[config.mk]
export PLATFORM = sky130hd
export DESIGN_NAME = chunk_ring_fifo_overflow_policy_top_flat
export DESIGN_NICKNAME = d
export VERILOG_FILES = /design/src/sv/crf_pkg.sv /design/src/sv/crf_stream_if.sv /design/src/sv/crf_cell.sv /design/src/sv/chunk_ring_fifo_overflow_policy_top.sv /design/src/flat_wrapper.sv
export SDC_FILE = /design/constraint.sdc
export NUM_CORES = 2
export LEC_CHECK = 0
export BUFFER_PORTS_ARGS = -buffer_cell sky130_fd_sc_hd__buf_2
export CAP_MARGIN = 30
export CORE_ASPECT_RATIO = 0.5
export CORE_MARGIN = 1.5
export CORE_UTILIZATION = 45
export CTS_BUF_LIST = sky130_fd_sc_hd__clkbuf_2 sky130_fd_sc_hd__clkbuf_4 sky130_fd_sc_hd__clkbuf_8
export DETAILED_ROUTE_END_ITERATION = 10
export HOLD_SLACK_MARGIN = 0.1
export SYNTH_ARGS = -nofsm -noshare
export SYNTH_HDL_FRONTEND = slang
export SYNTH_SLANG_ARGS = --single-unit
[constraint.sdc]
create_clock -name i_clk -period 6.6 [get_ports i_clk]
set_clock_uncertainty 0.1 [all_clocks]
set_input_delay 0 -clock i_clk [delete_from_list [all_inputs] [get_ports i_clk]]
set_output_delay 0 -clock i_clk [all_outputs]
set_load 0.01 [all_outputs]
[src/sv/crf_pkg.sv]
// crf_pkg: shared types, constants and helpers of the chunk ring fifo
// used by crf_cell, chunk_ring_fifo_overflow_policy_top, chunk_fifo_checker and the tb
package crf_pkg;

    localparam int DEPTH_DEFAULT   = 16;
    localparam int MAX_CHUNK_BYTES = 8;
    localparam int DATA_W          = 64;
    localparam int LEN_W           = 4;
    localparam int BYTES_W         = 7;
    localparam int CNT_OUT_W       = 4;
    localparam int TOTAL_W         = 32;

    localparam logic [1:0] OP_ENQUEUE = 2'd0;
    localparam logic [1:0] OP_DEQUEUE = 2'd1;
    localparam logic [1:0] OP_CLEAR   = 2'd2;

    typedef struct packed {
        logic [1:0]        opcode;
        logic [DATA_W-1:0] chunk_data;
        logic [LEN_W-1:0]  chunk_len;
    } t_in_item;

    typedef struct packed {
        logic                 accepted;
        logic                 dropped;
        logic [DATA_W-1:0]    out_data;
        logic [LEN_W-1:0]     out_len;
        logic [CNT_OUT_W-1:0] entry_count;
        logic [BYTES_W-1:0]   bytes_held;
        logic                 is_full;
        logic                 is_empty;
        logic [TOTAL_W-1:0]   drop_total;
        logic [TOTAL_W-1:0]   enqueue_total;
        logic [TOTAL_W-1:0]   dequeue_total;
    } t_out_item;

    // one chunk held by a cell
    typedef struct packed {
        logic              valid;
        logic [LEN_W-1:0]  len;
        logic [DATA_W-1:0] data;
    } t_slot;

    // row-wide commands to every cell
    typedef struct packed {
        logic clear;
        logic shift;
        logic push;
    } t_cell_ctl;

    // what a cell sees of its neighbors
    typedef struct packed {
        t_slot up;
        logic  dn_valid;
        logic  has_dn;
    } t_nbr;

    // zero the bytes at and above len
    function automatic logic [DATA_W-1:0] keep_bytes(input logic [DATA_W-1:0] data,
                                                     input logic [LEN_W-1:0] len);
        logic [DATA_W-1:0] res;
        res = '0;
        for (int b = 0; b < DATA_W / 8; b++) begin
            if (LEN_W'(b) < len) begin
                res[b*8 +: 8] = data[b*8 +: 8];
            end
        end
        return res;
    endfunction

endpackage

[src/sv/crf_stream_if.sv]
// crf_stream_if: valid/ready channel carrying one item of type T
// payload types come from crf_pkg
interface crf_stream_if #(
    parameter type T = logic
);
    logic valid;
    logic ready;
    T     data;

    modport source (output valid, output data, input ready);
    modport sink   (input valid, input data, output ready);
endinterface

[src/sv/crf_cell.sv]
// crf_cell: one stage of the chunk row, holds one chunk and its valid bit
// depends on crf_pkg for the slot, control and neighbor structs
module crf_cell (
    input  logic               i_clk,
    input  logic               i_rst_n,
    input  crf_pkg::t_cell_ctl i_ctl,
    input  crf_pkg::t_slot     i_new,
    input  crf_pkg::t_nbr      i_nbr,
    output crf_pkg::t_slot     o_slot
);

    logic                       r_valid;
    logic [crf_pkg::LEN_W-1:0]  r_len;
    logic [crf_pkg::DATA_W-1:0] r_data;
    crf_pkg::t_slot             w_base;
    crf_pkg::t_slot             n_slot;
    logic                       w_prev;

    always_comb begin
        // contents after an optional shift toward the head
        w_base = i_ctl.shift ? i_nbr.up : o_slot;
        w_prev = i_ctl.shift ? (r_valid || !i_nbr.has_dn) : (i_nbr.dn_valid || !i_nbr.has_dn);
        n_slot = w_base;
        if (i_ctl.push && !w_base.valid && w_prev) begin
            n_slot = i_new;
        end
        if (i_ctl.clear) begin
            n_slot.valid = 1'b0;
        end
    end

    always_ff @(posedge i_clk) begin
        if (!i_rst_n) begin
            r_valid <= 1'b0;
        end else begin
            r_valid <= n_slot.valid;
        end
    end

    always_ff @(posedge i_clk) begin
        r_len  <= n_slot.len;
        r_data <= n_slot.data;
    end

    assign o_slot.valid = r_valid;
    assign o_slot.len   = r_len;
    assign o_slot.data  = r_data;

endmodule

[src/sv/chunk_ring_fifo_overflow_policy_top.sv]
// Chunk queue with a selectable overflow policy. Holds up to DEPTH-1 chunks of up to
// eight bytes in a row of cells; the oldest chunk sits in the head cell and a dequeue
// or an evict-head overflow shifts the whole row one cell toward the head in the same
// cycle, while an enqueue lands in the first free cell. An item is accepted whenever
// the result register is empty or being drained, and its result appears in that
// register on the next cycle, so one item per cycle is sustained while the output is
// ready. The overflow policy bit may be written at any time the queue is idle.
// No clearing pass is needed after reset.
// depends on crf_pkg, crf_stream_if and crf_cell
module chunk_ring_fifo_overflow_policy_top #(
    parameter int DEPTH = crf_pkg::DEPTH_DEFAULT
) (
    input  logic         i_clk,
    input  logic         i_rst_n,
    crf_stream_if.sink   i_in,
    crf_stream_if.source o_out,
    crf_stream_if.sink   i_cfg
);

    localparam int NCELL = DEPTH - 1;
    localparam int CNT_W = $clog2(DEPTH);

    logic                          r_evict_head;
    logic [CNT_W-1:0]              r_count;
    logic [CNT_W-1:0]              n_count;
    logic [crf_pkg::BYTES_W-1:0]   r_bytes;
    logic [crf_pkg::BYTES_W-1:0]   n_bytes;
    logic [crf_pkg::TOTAL_W-1:0]   r_drop_cnt;
    logic [crf_pkg::TOTAL_W-1:0]   n_drop_cnt;
    logic [crf_pkg::TOTAL_W-1:0]   r_enq_cnt;
    logic [crf_pkg::TOTAL_W-1:0]   n_enq_cnt;
    logic [crf_pkg::TOTAL_W-1:0]   r_deq_cnt;
    logic [crf_pkg::TOTAL_W-1:0]   n_deq_cnt;
    logic                          r_out_valid;
    crf_pkg::t_out_item            r_out;
    crf_pkg::t_out_item            n_out;

    logic                          w_in_fire;
    logic                          w_full;
    logic                          w_len_ok;
    logic [31:0]                   w_cnt_ext;
    crf_pkg::t_cell_ctl            w_ctl;
    crf_pkg::t_slot                w_new;
    crf_pkg::t_slot                w_slot [NCELL];
    logic [NCELL-1:0]              w_valid_vec;

    assign w_in_fire = i_in.valid && i_in.ready;
    assign i_in.ready = !r_out_valid || o_out.ready;
    assign i_cfg.ready = 1'b1;
    assign o_out.valid = r_out_valid;
    assign o_out.data  = r_out;

    assign w_full   = (r_count == CNT_W'(NCELL));
    assign w_len_ok = (i_in.data.chunk_len != '0)
                      && (i_in.data.chunk_len <= crf_pkg::LEN_W'(crf_pkg::MAX_CHUNK_BYTES));

    assign w_new.valid = 1'b1;
    assign w_new.len   = i_in.data.chunk_len;
    assign w_new.data  = crf_pkg::keep_bytes(i_in.data.chunk_data, i_in.data.chunk_len);

    always_comb begin
        w_ctl      = '0;
        n_count    = r_count;
        n_bytes    = r_bytes;
        n_drop_cnt = r_drop_cnt;
        n_enq_cnt  = r_enq_cnt;
        n_deq_cnt  = r_deq_cnt;
        n_out      = '0;
        if (w_in_fire) begin
            case (i_in.data.opcode)
                crf_pkg::OP_ENQUEUE: begin
                    if (w_len_ok) begin
                        if (w_full) begin
                            n_out.dropped = 1'b1;
                            n_drop_cnt    = r_drop_cnt + 1'b1;
                            if (r_evict_head) begin
                                w_ctl.shift    = 1'b1;
                                w_ctl.push     = 1'b1;
                                n_bytes        = r_bytes
                                                 - crf_pkg::BYTES_W'(w_slot[0].len)
                                                 + crf_pkg::BYTES_W'(i_in.data.chunk_len);
                                n_enq_cnt      = r_enq_cnt + 1'b1;
                                n_out.accepted = 1'b1;
                            end
                        end else begin
                            w_ctl.push     = 1'b1;
                            n_count        = r_count + 1'b1;
                            n_bytes        = r_bytes + crf_pkg::BYTES_W'(i_in.data.chunk_len);
                            n_enq_cnt      = r_enq_cnt + 1'b1;
                            n_out.accepted = 1'b1;
                        end
                    end
                end
                crf_pkg::OP_DEQUEUE: begin
                    if (r_count != '0) begin
                        w_ctl.shift    = 1'b1;
                        n_count        = r_count - 1'b1;
                        n_bytes        = r_bytes - crf_pkg::BYTES_W'(w_slot[0].len);
                        n_deq_cnt      = r_deq_cnt + 1'b1;
                        n_out.accepted = 1'b1;
                        n_out.out_data = w_slot[0].data;
                        n_out.out_len  = w_slot[0].len;
                    end
                end
                crf_pkg::OP_CLEAR: begin
                    w_ctl.clear = 1'b1;
                    n_count     = '0;
                    n_bytes     = '0;
                end
                default: begin
                end
            endcase
        end
        w_cnt_ext           = 32'(n_count);
        n_out.entry_count   = w_cnt_ext[crf_pkg::CNT_OUT_W-1:0];
        n_out.bytes_held    = n_bytes;
        n_out.is_full       = (n_count == CNT_W'(NCELL));
        n_out.is_empty      = (n_count == '0);
        n_out.drop_total    = n_drop_cnt;
        n_out.enqueue_total = n_enq_cnt;
        n_out.dequeue_total = n_deq_cnt;
    end

    // row of chunk cells, cell 0 holds the oldest chunk
    for (genvar g = 0; g < NCELL; g++) begin : g_cell
        crf_pkg::t_nbr w_nbr;
        if (g == NCELL - 1) begin : g_top
            assign w_nbr.up = '0;
        end else begin : g_mid
            assign w_nbr.up = w_slot[g+1];
        end
        if (g == 0) begin : g_head
            assign w_nbr.dn_valid = 1'b1;
            assign w_nbr.has_dn   = 1'b0;
        end else begin : g_body
            assign w_nbr.dn_valid = w_slot[g-1].valid;
            assign w_nbr.has_dn   = 1'b1;
        end
        crf_cell u_cell (
            .i_clk   (i_clk),
            .i_rst_n (i_rst_n),
            .i_ctl   (w_ctl),
            .i_new   (w_new),
            .i_nbr   (w_nbr),
            .o_slot  (w_slot[g])
        );
        assign w_valid_vec[g] = w_slot[g].valid;
    end

    always_ff @(posedge i_clk) begin
        if (!i_rst_n) begin
            r_evict_head <= 1'b0;
            r_count      <= '0;
            r_bytes      <= '0;
            r_drop_cnt   <= '0;
            r_enq_cnt    <= '0;
            r_deq_cnt    <= '0;
            r_out_valid  <= 1'b0;
        end else begin
            if (i_cfg.valid && i_cfg.ready) begin
                r_evict_head <= i_cfg.data;
            end
            r_count    <= n_count;
            r_bytes    <= n_bytes;
            r_drop_cnt <= n_drop_cnt;
            r_enq_cnt  <= n_enq_cnt;
            r_deq_cnt  <= n_deq_cnt;
            if (w_in_fire) begin
                r_out_valid <= 1'b1;
            end else if (o_out.ready) begin
                r_out_valid <= 1'b0;
            end
        end
    end

    always_ff @(posedge i_clk) begin
        if (w_in_fire) begin
            r_out <= n_out;
        end
    end

    a_count_matches_cells: assert property (@(posedge i_clk) disable iff (!i_rst_n)
        $countones(w_valid_vec) == 32'(r_count))
        else $error("chunk count differs from occupied cells");

    a_cells_packed: assert property (@(posedge i_clk) disable iff (!i_rst_n)
        ((w_valid_vec + NCELL'(1)) & w_valid_vec) == '0)
        else $error("gap in occupied cells");

    a_empty_no_bytes: assert property (@(posedge i_clk) disable iff (!i_rst_n)
        (r_count == '0) |-> (r_bytes == '0))
        else $error("bytes held while empty");

    a_result_follows_item: assert property (@(posedge i_clk) disable iff (!i_rst_n)
        w_in_fire |=> r_out_valid)
        else $error("item accepted without result");

endmodule

[src/flat_wrapper.sv]
// flat-port wrapper written by rule: the top's interface ports become plain ports
module chunk_ring_fifo_overflow_policy_top_flat 
#(
    parameter int DEPTH = crf_pkg::DEPTH_DEFAULT
)
  (i_clk, i_rst_n, i_in_valid, i_in_data, i_in_ready, o_out_valid, o_out_data, o_out_ready, i_cfg_valid, i_cfg_data, i_cfg_ready);
  crf_stream_if #(.T(crf_pkg::t_in_item)) i_in_i ();
  crf_stream_if #(.T(crf_pkg::t_out_item)) o_out_i ();
  crf_stream_if #(.T(logic)) i_cfg_i ();
  input  logic i_clk;
  input  logic i_rst_n;
  input wire logic [$bits(i_in_i.valid)-1:0] i_in_valid;
  input wire logic [$bits(i_in_i.data)-1:0] i_in_data;
  output wire logic [$bits(i_in_i.ready)-1:0] i_in_ready;
  output wire logic [$bits(o_out_i.valid)-1:0] o_out_valid;
  output wire logic [$bits(o_out_i.data)-1:0] o_out_data;
  input wire logic [$bits(o_out_i.ready)-1:0] o_out_ready;
  input wire logic [$bits(i_cfg_i.valid)-1:0] i_cfg_valid;
  input wire logic [$bits(i_cfg_i.data)-1:0] i_cfg_data;
  output wire logic [$bits(i_cfg_i.ready)-1:0] i_cfg_ready;
  assign i_in_i.valid = i_in_valid;
  assign i_in_i.data = i_in_data;
  assign i_in_ready = i_in_i.ready;
  assign o_out_valid = o_out_i.valid;
  assign o_out_data = o_out_i.data;
  assign o_out_i.ready = o_out_ready;
  assign i_cfg_i.valid = i_cfg_valid;
  assign i_cfg_i.data = i_cfg_data;
  assign i_cfg_ready = i_cfg_i.ready;
  chunk_ring_fifo_overflow_policy_top #(.DEPTH(DEPTH)) u_core (.i_clk(i_clk), .i_rst_n(i_rst_n), .i_in(i_in_i), .o_out(o_out_i), .i_cfg(i_cfg_i));
endmodule
==> impl_metrics.json <==
{
  "outcome": "completed",
  "p_total_mw": 15.94,
  "cts_max_level": 4,
  "drv_cap": 0,
  "place_congestion": 0.8517,
  "viasPerCell": 5.468,
  "clk_pin_slew_ns": 0.08,
  "port_buffers": 256,
  "dp_hpwl_mm": 77.43,
  "irDropWorstVdd_v": 0.0001674,
  "multiInputGateArea_um2": 14650,
  "final_antenna_net_count": 0,
  "die_area_um2": 123800,
  "setup_violations": 0,
  "grt_max_degree": 85,
  "routedWlPerCell_um": 20.34,
  "crit_fanout": 70,
  "ys_ff_latch": 1323,
  "yosysTopAreaCell": "edfxtp_1",
  "tritoncts": "done",
  "fin_crit_ns": 4.700,
  "drive_above_1_share_pct": 17.73,
  "synth_nets": 3712,
  "std_cell_rows": 90,
  "io_pins": 258,
  "p_leak_nw": 22.37,
  "vias": 31610,
  "clk_latency_ns": 0.88,
  "dr.first_iter.drc_count": 2729,
  "critPathCaptureType": "flop",
  "synthMostInstantiatedCell": "edfxtp_1",
  "max_freq_ghz": 0.2128,
  "syn_area_um2": 54690,
  "worst_slew_pin_slew_ns": 0.9746,
  "period_share_pct": 71.21,
  "cts_buffers": 188,
  "antenna_found_initial": 3,
  "nFillCells": 9891,
  "avgSynthCellArea_um2": 15.13,
  "yosys-top-cells-count": "edfxtp_1 (1199), a22o_1 (896), buf_2 (180)",
  "yosys_warnings": 0,
  "slew_headroom_pct": 35.03,
  "synthFlopType": "edfxtp_1",
  "totalWireLength_mm": 117.6,
  "drcViolationCount": 0,
  "setup_tns_ns": 0,
  "synthTopCellsByArea": "edfxtp_1 (66%), a22o_1 (14%), dfxtp_1 (4.5%)",
  "critPathRequiredTime_ns": 7.25,
  "cts_resized": 0,
  "overflow": 0,
  "yosysUniqueCellTypes": 71,
  "synthDominantCellAreaShare_pct": 65.83,
  "grt_pass1_wl_mm": 179.9,
  "netlist_instances": 3616,
  "hold_violations": 0,
  "dr.pass1.iters": 7,
  "start_kind": "flop",
  "cts_buffer_depth": 3,
  "core_um2": 120600,
  "start_util_pct": 45.35,
  "clockRootBuffer": "clkbuf_8",
  "slew_viol_final": 0,
  "areaGrowthSynthToFinish_pct": 15.17,
  "cts.sinks": 1323,
  "grt_pass1_vias": 30160,
  "worstPathArrival_ns": 5.35,
  "synth-edff-count": 1199,
  "ys_seq_area_share_pct": 70.37,
  "async_flop_share_pct": 0,
  "rsz0062_at_grt": "no",
  "powerDensity_nw_per_um2": 253.1,
  "fin_nets": 4110,
  "track_usage_pct": 18.55,
  "critical_path_class": "reg2reg",
  "min_path_type": "in2reg",
  "die-height_um": 249.5,
  "die_x_um": 496.0,
  "seq_area_um2": 38490
}
-- cell families (layout without fill, tap and decap cells) --
group | Yosys count | after routing | synth area share [%]
multiplexers | 11 | 11 | 0.2150
other | 1 | 3 | 0.006857
AND/OR/NAND/NOR | 690 | 690 | 6.513
AO/OA/AOI/OAI | 1093 | 1093 | 17.20
adder cells (fa/ha/maj) | 20 | 20 | 0.4987
flip-flops | 1323 | 1323 | 70.37
XOR/XNOR | 99 | 99 | 1.611
buffers and inverters | 379 | 931 | 3.583
-- layer usage --
metal | track usage (%) | routed length, um | share of wire (%) | up-vias
met5 | 0 | 10 | 0.0085 | -
met3 | 3.432 | 6887 | 5.9 | 156
met1 | 30.33 | 62210 | 53 | 15320
met2 | 24.32 | 46150 | 39 | 919
met4 | 6.119 | 2300 | 2.0 | 2
li1 | - | - | - | 15210
-- where the power goes --
part	internal, mW	switching (mW)	total, mW	leakage [nW]
registers	9.11	0.0292	9.14	12.3
logic	0.200	0.322	0.521	8.15
clock network	3.18	3.10	6.28	1.94
-- metrics by stage --
step / util, % / instances / hold slack, ns / worst slack [ns] / instance area, um^2
2_1_floorplan: - / 3616 / 0.02947 / -0.6149 / 54690
3_3_place_gp: 47.64 / 5246 / 0.1372 / 1.791 / 57450
3_5_place_dp: 47.64 / 5246 / 0.1614 / 1.748 / 57450
4_1_cts: 52.21 / 5777 / 0.1624 / 1.882 / 62970
5_1_grt: 52.23 / 5780 / 0.2664 / 1.665 / 62990
6_report: 52.23 / 5780 / 0.3056 / 1.900 / 62990
-- sequential cells by signal, indices dropped and copies added (netlist names), 4 cells and up --
name and count:
u_core.r_deq_cnt 32, u_core.r_count 4, u_core.g_cell.u_cell.r_len 60, u_core.g_cell.u_cell.r_valid 15, u_core.r_bytes 7, u_core.r_drop_cnt 32, u_core.g_cell.u_cell.r_data 960, u_core.o_out.data 179
u_core.r_enq_cnt 32
-- layout by cell type, fill, tap and decap left out, drive strengths merged, types with 77 or more instances in the layout --
cell type,netlist,final
buf,262,381
clkbuf,98,258
and2,105,105
nand2,139,139
nor2,175,175
edfxtp,1199,1199
dlygate4sd3,0,187
dfxtp,124,124
clkinv,0,77
and3,89,89
a22o,896,896
-- cell type report --
class	count	area share [%]
flip-flops and latches	1323	61.10
clock inverters	86	0.7111
clock buffers	258	5.071
multi-input cells	1914	23.26
well taps	1610	3.198
repair buffers	568	6.527
inverters	19	0.1212
diodes	2	0.007946
-- worst paths after layout --
check / startpoint / end / slack [ns] / cells past startpoint
worst max-delay path: u_core.r_count[0] / u_core.g_cell[12].u_cell.r_data[30] / 1.90 / 11
worst min register to register: u_core.r_enq_cnt[31] / u_core.r_enq_cnt[31] / 0.40 / 2
worst max register to register: u_core.r_count[0] / u_core.g_cell[12].u_cell.r_data[30] / 1.90 / 11
worst min-delay path: i_in_valid / u_core.r_bytes[5] / 0.31 / 5
-- worst max-delay path, cell delays in order, from the launching register on --
cell	delay [ns]
dfxtp_1	0.40
inv_1	0.09
ha_1	0.20
or3b_2	0.45
buf_4	0.31
nand2_1	0.51
a211o_2	0.56
buf_4	0.64
nand2_1	0.21
o21ai_4	0.10
buf_4	0.61
a22o_1	0.25
-- timing repair --
item	in CTS	in global routing
hold buffers	187	0
hold endpoints to repair	1304	0
buffers inserted	0	0
Note: power is estimated with default switching activity, not from simulation.
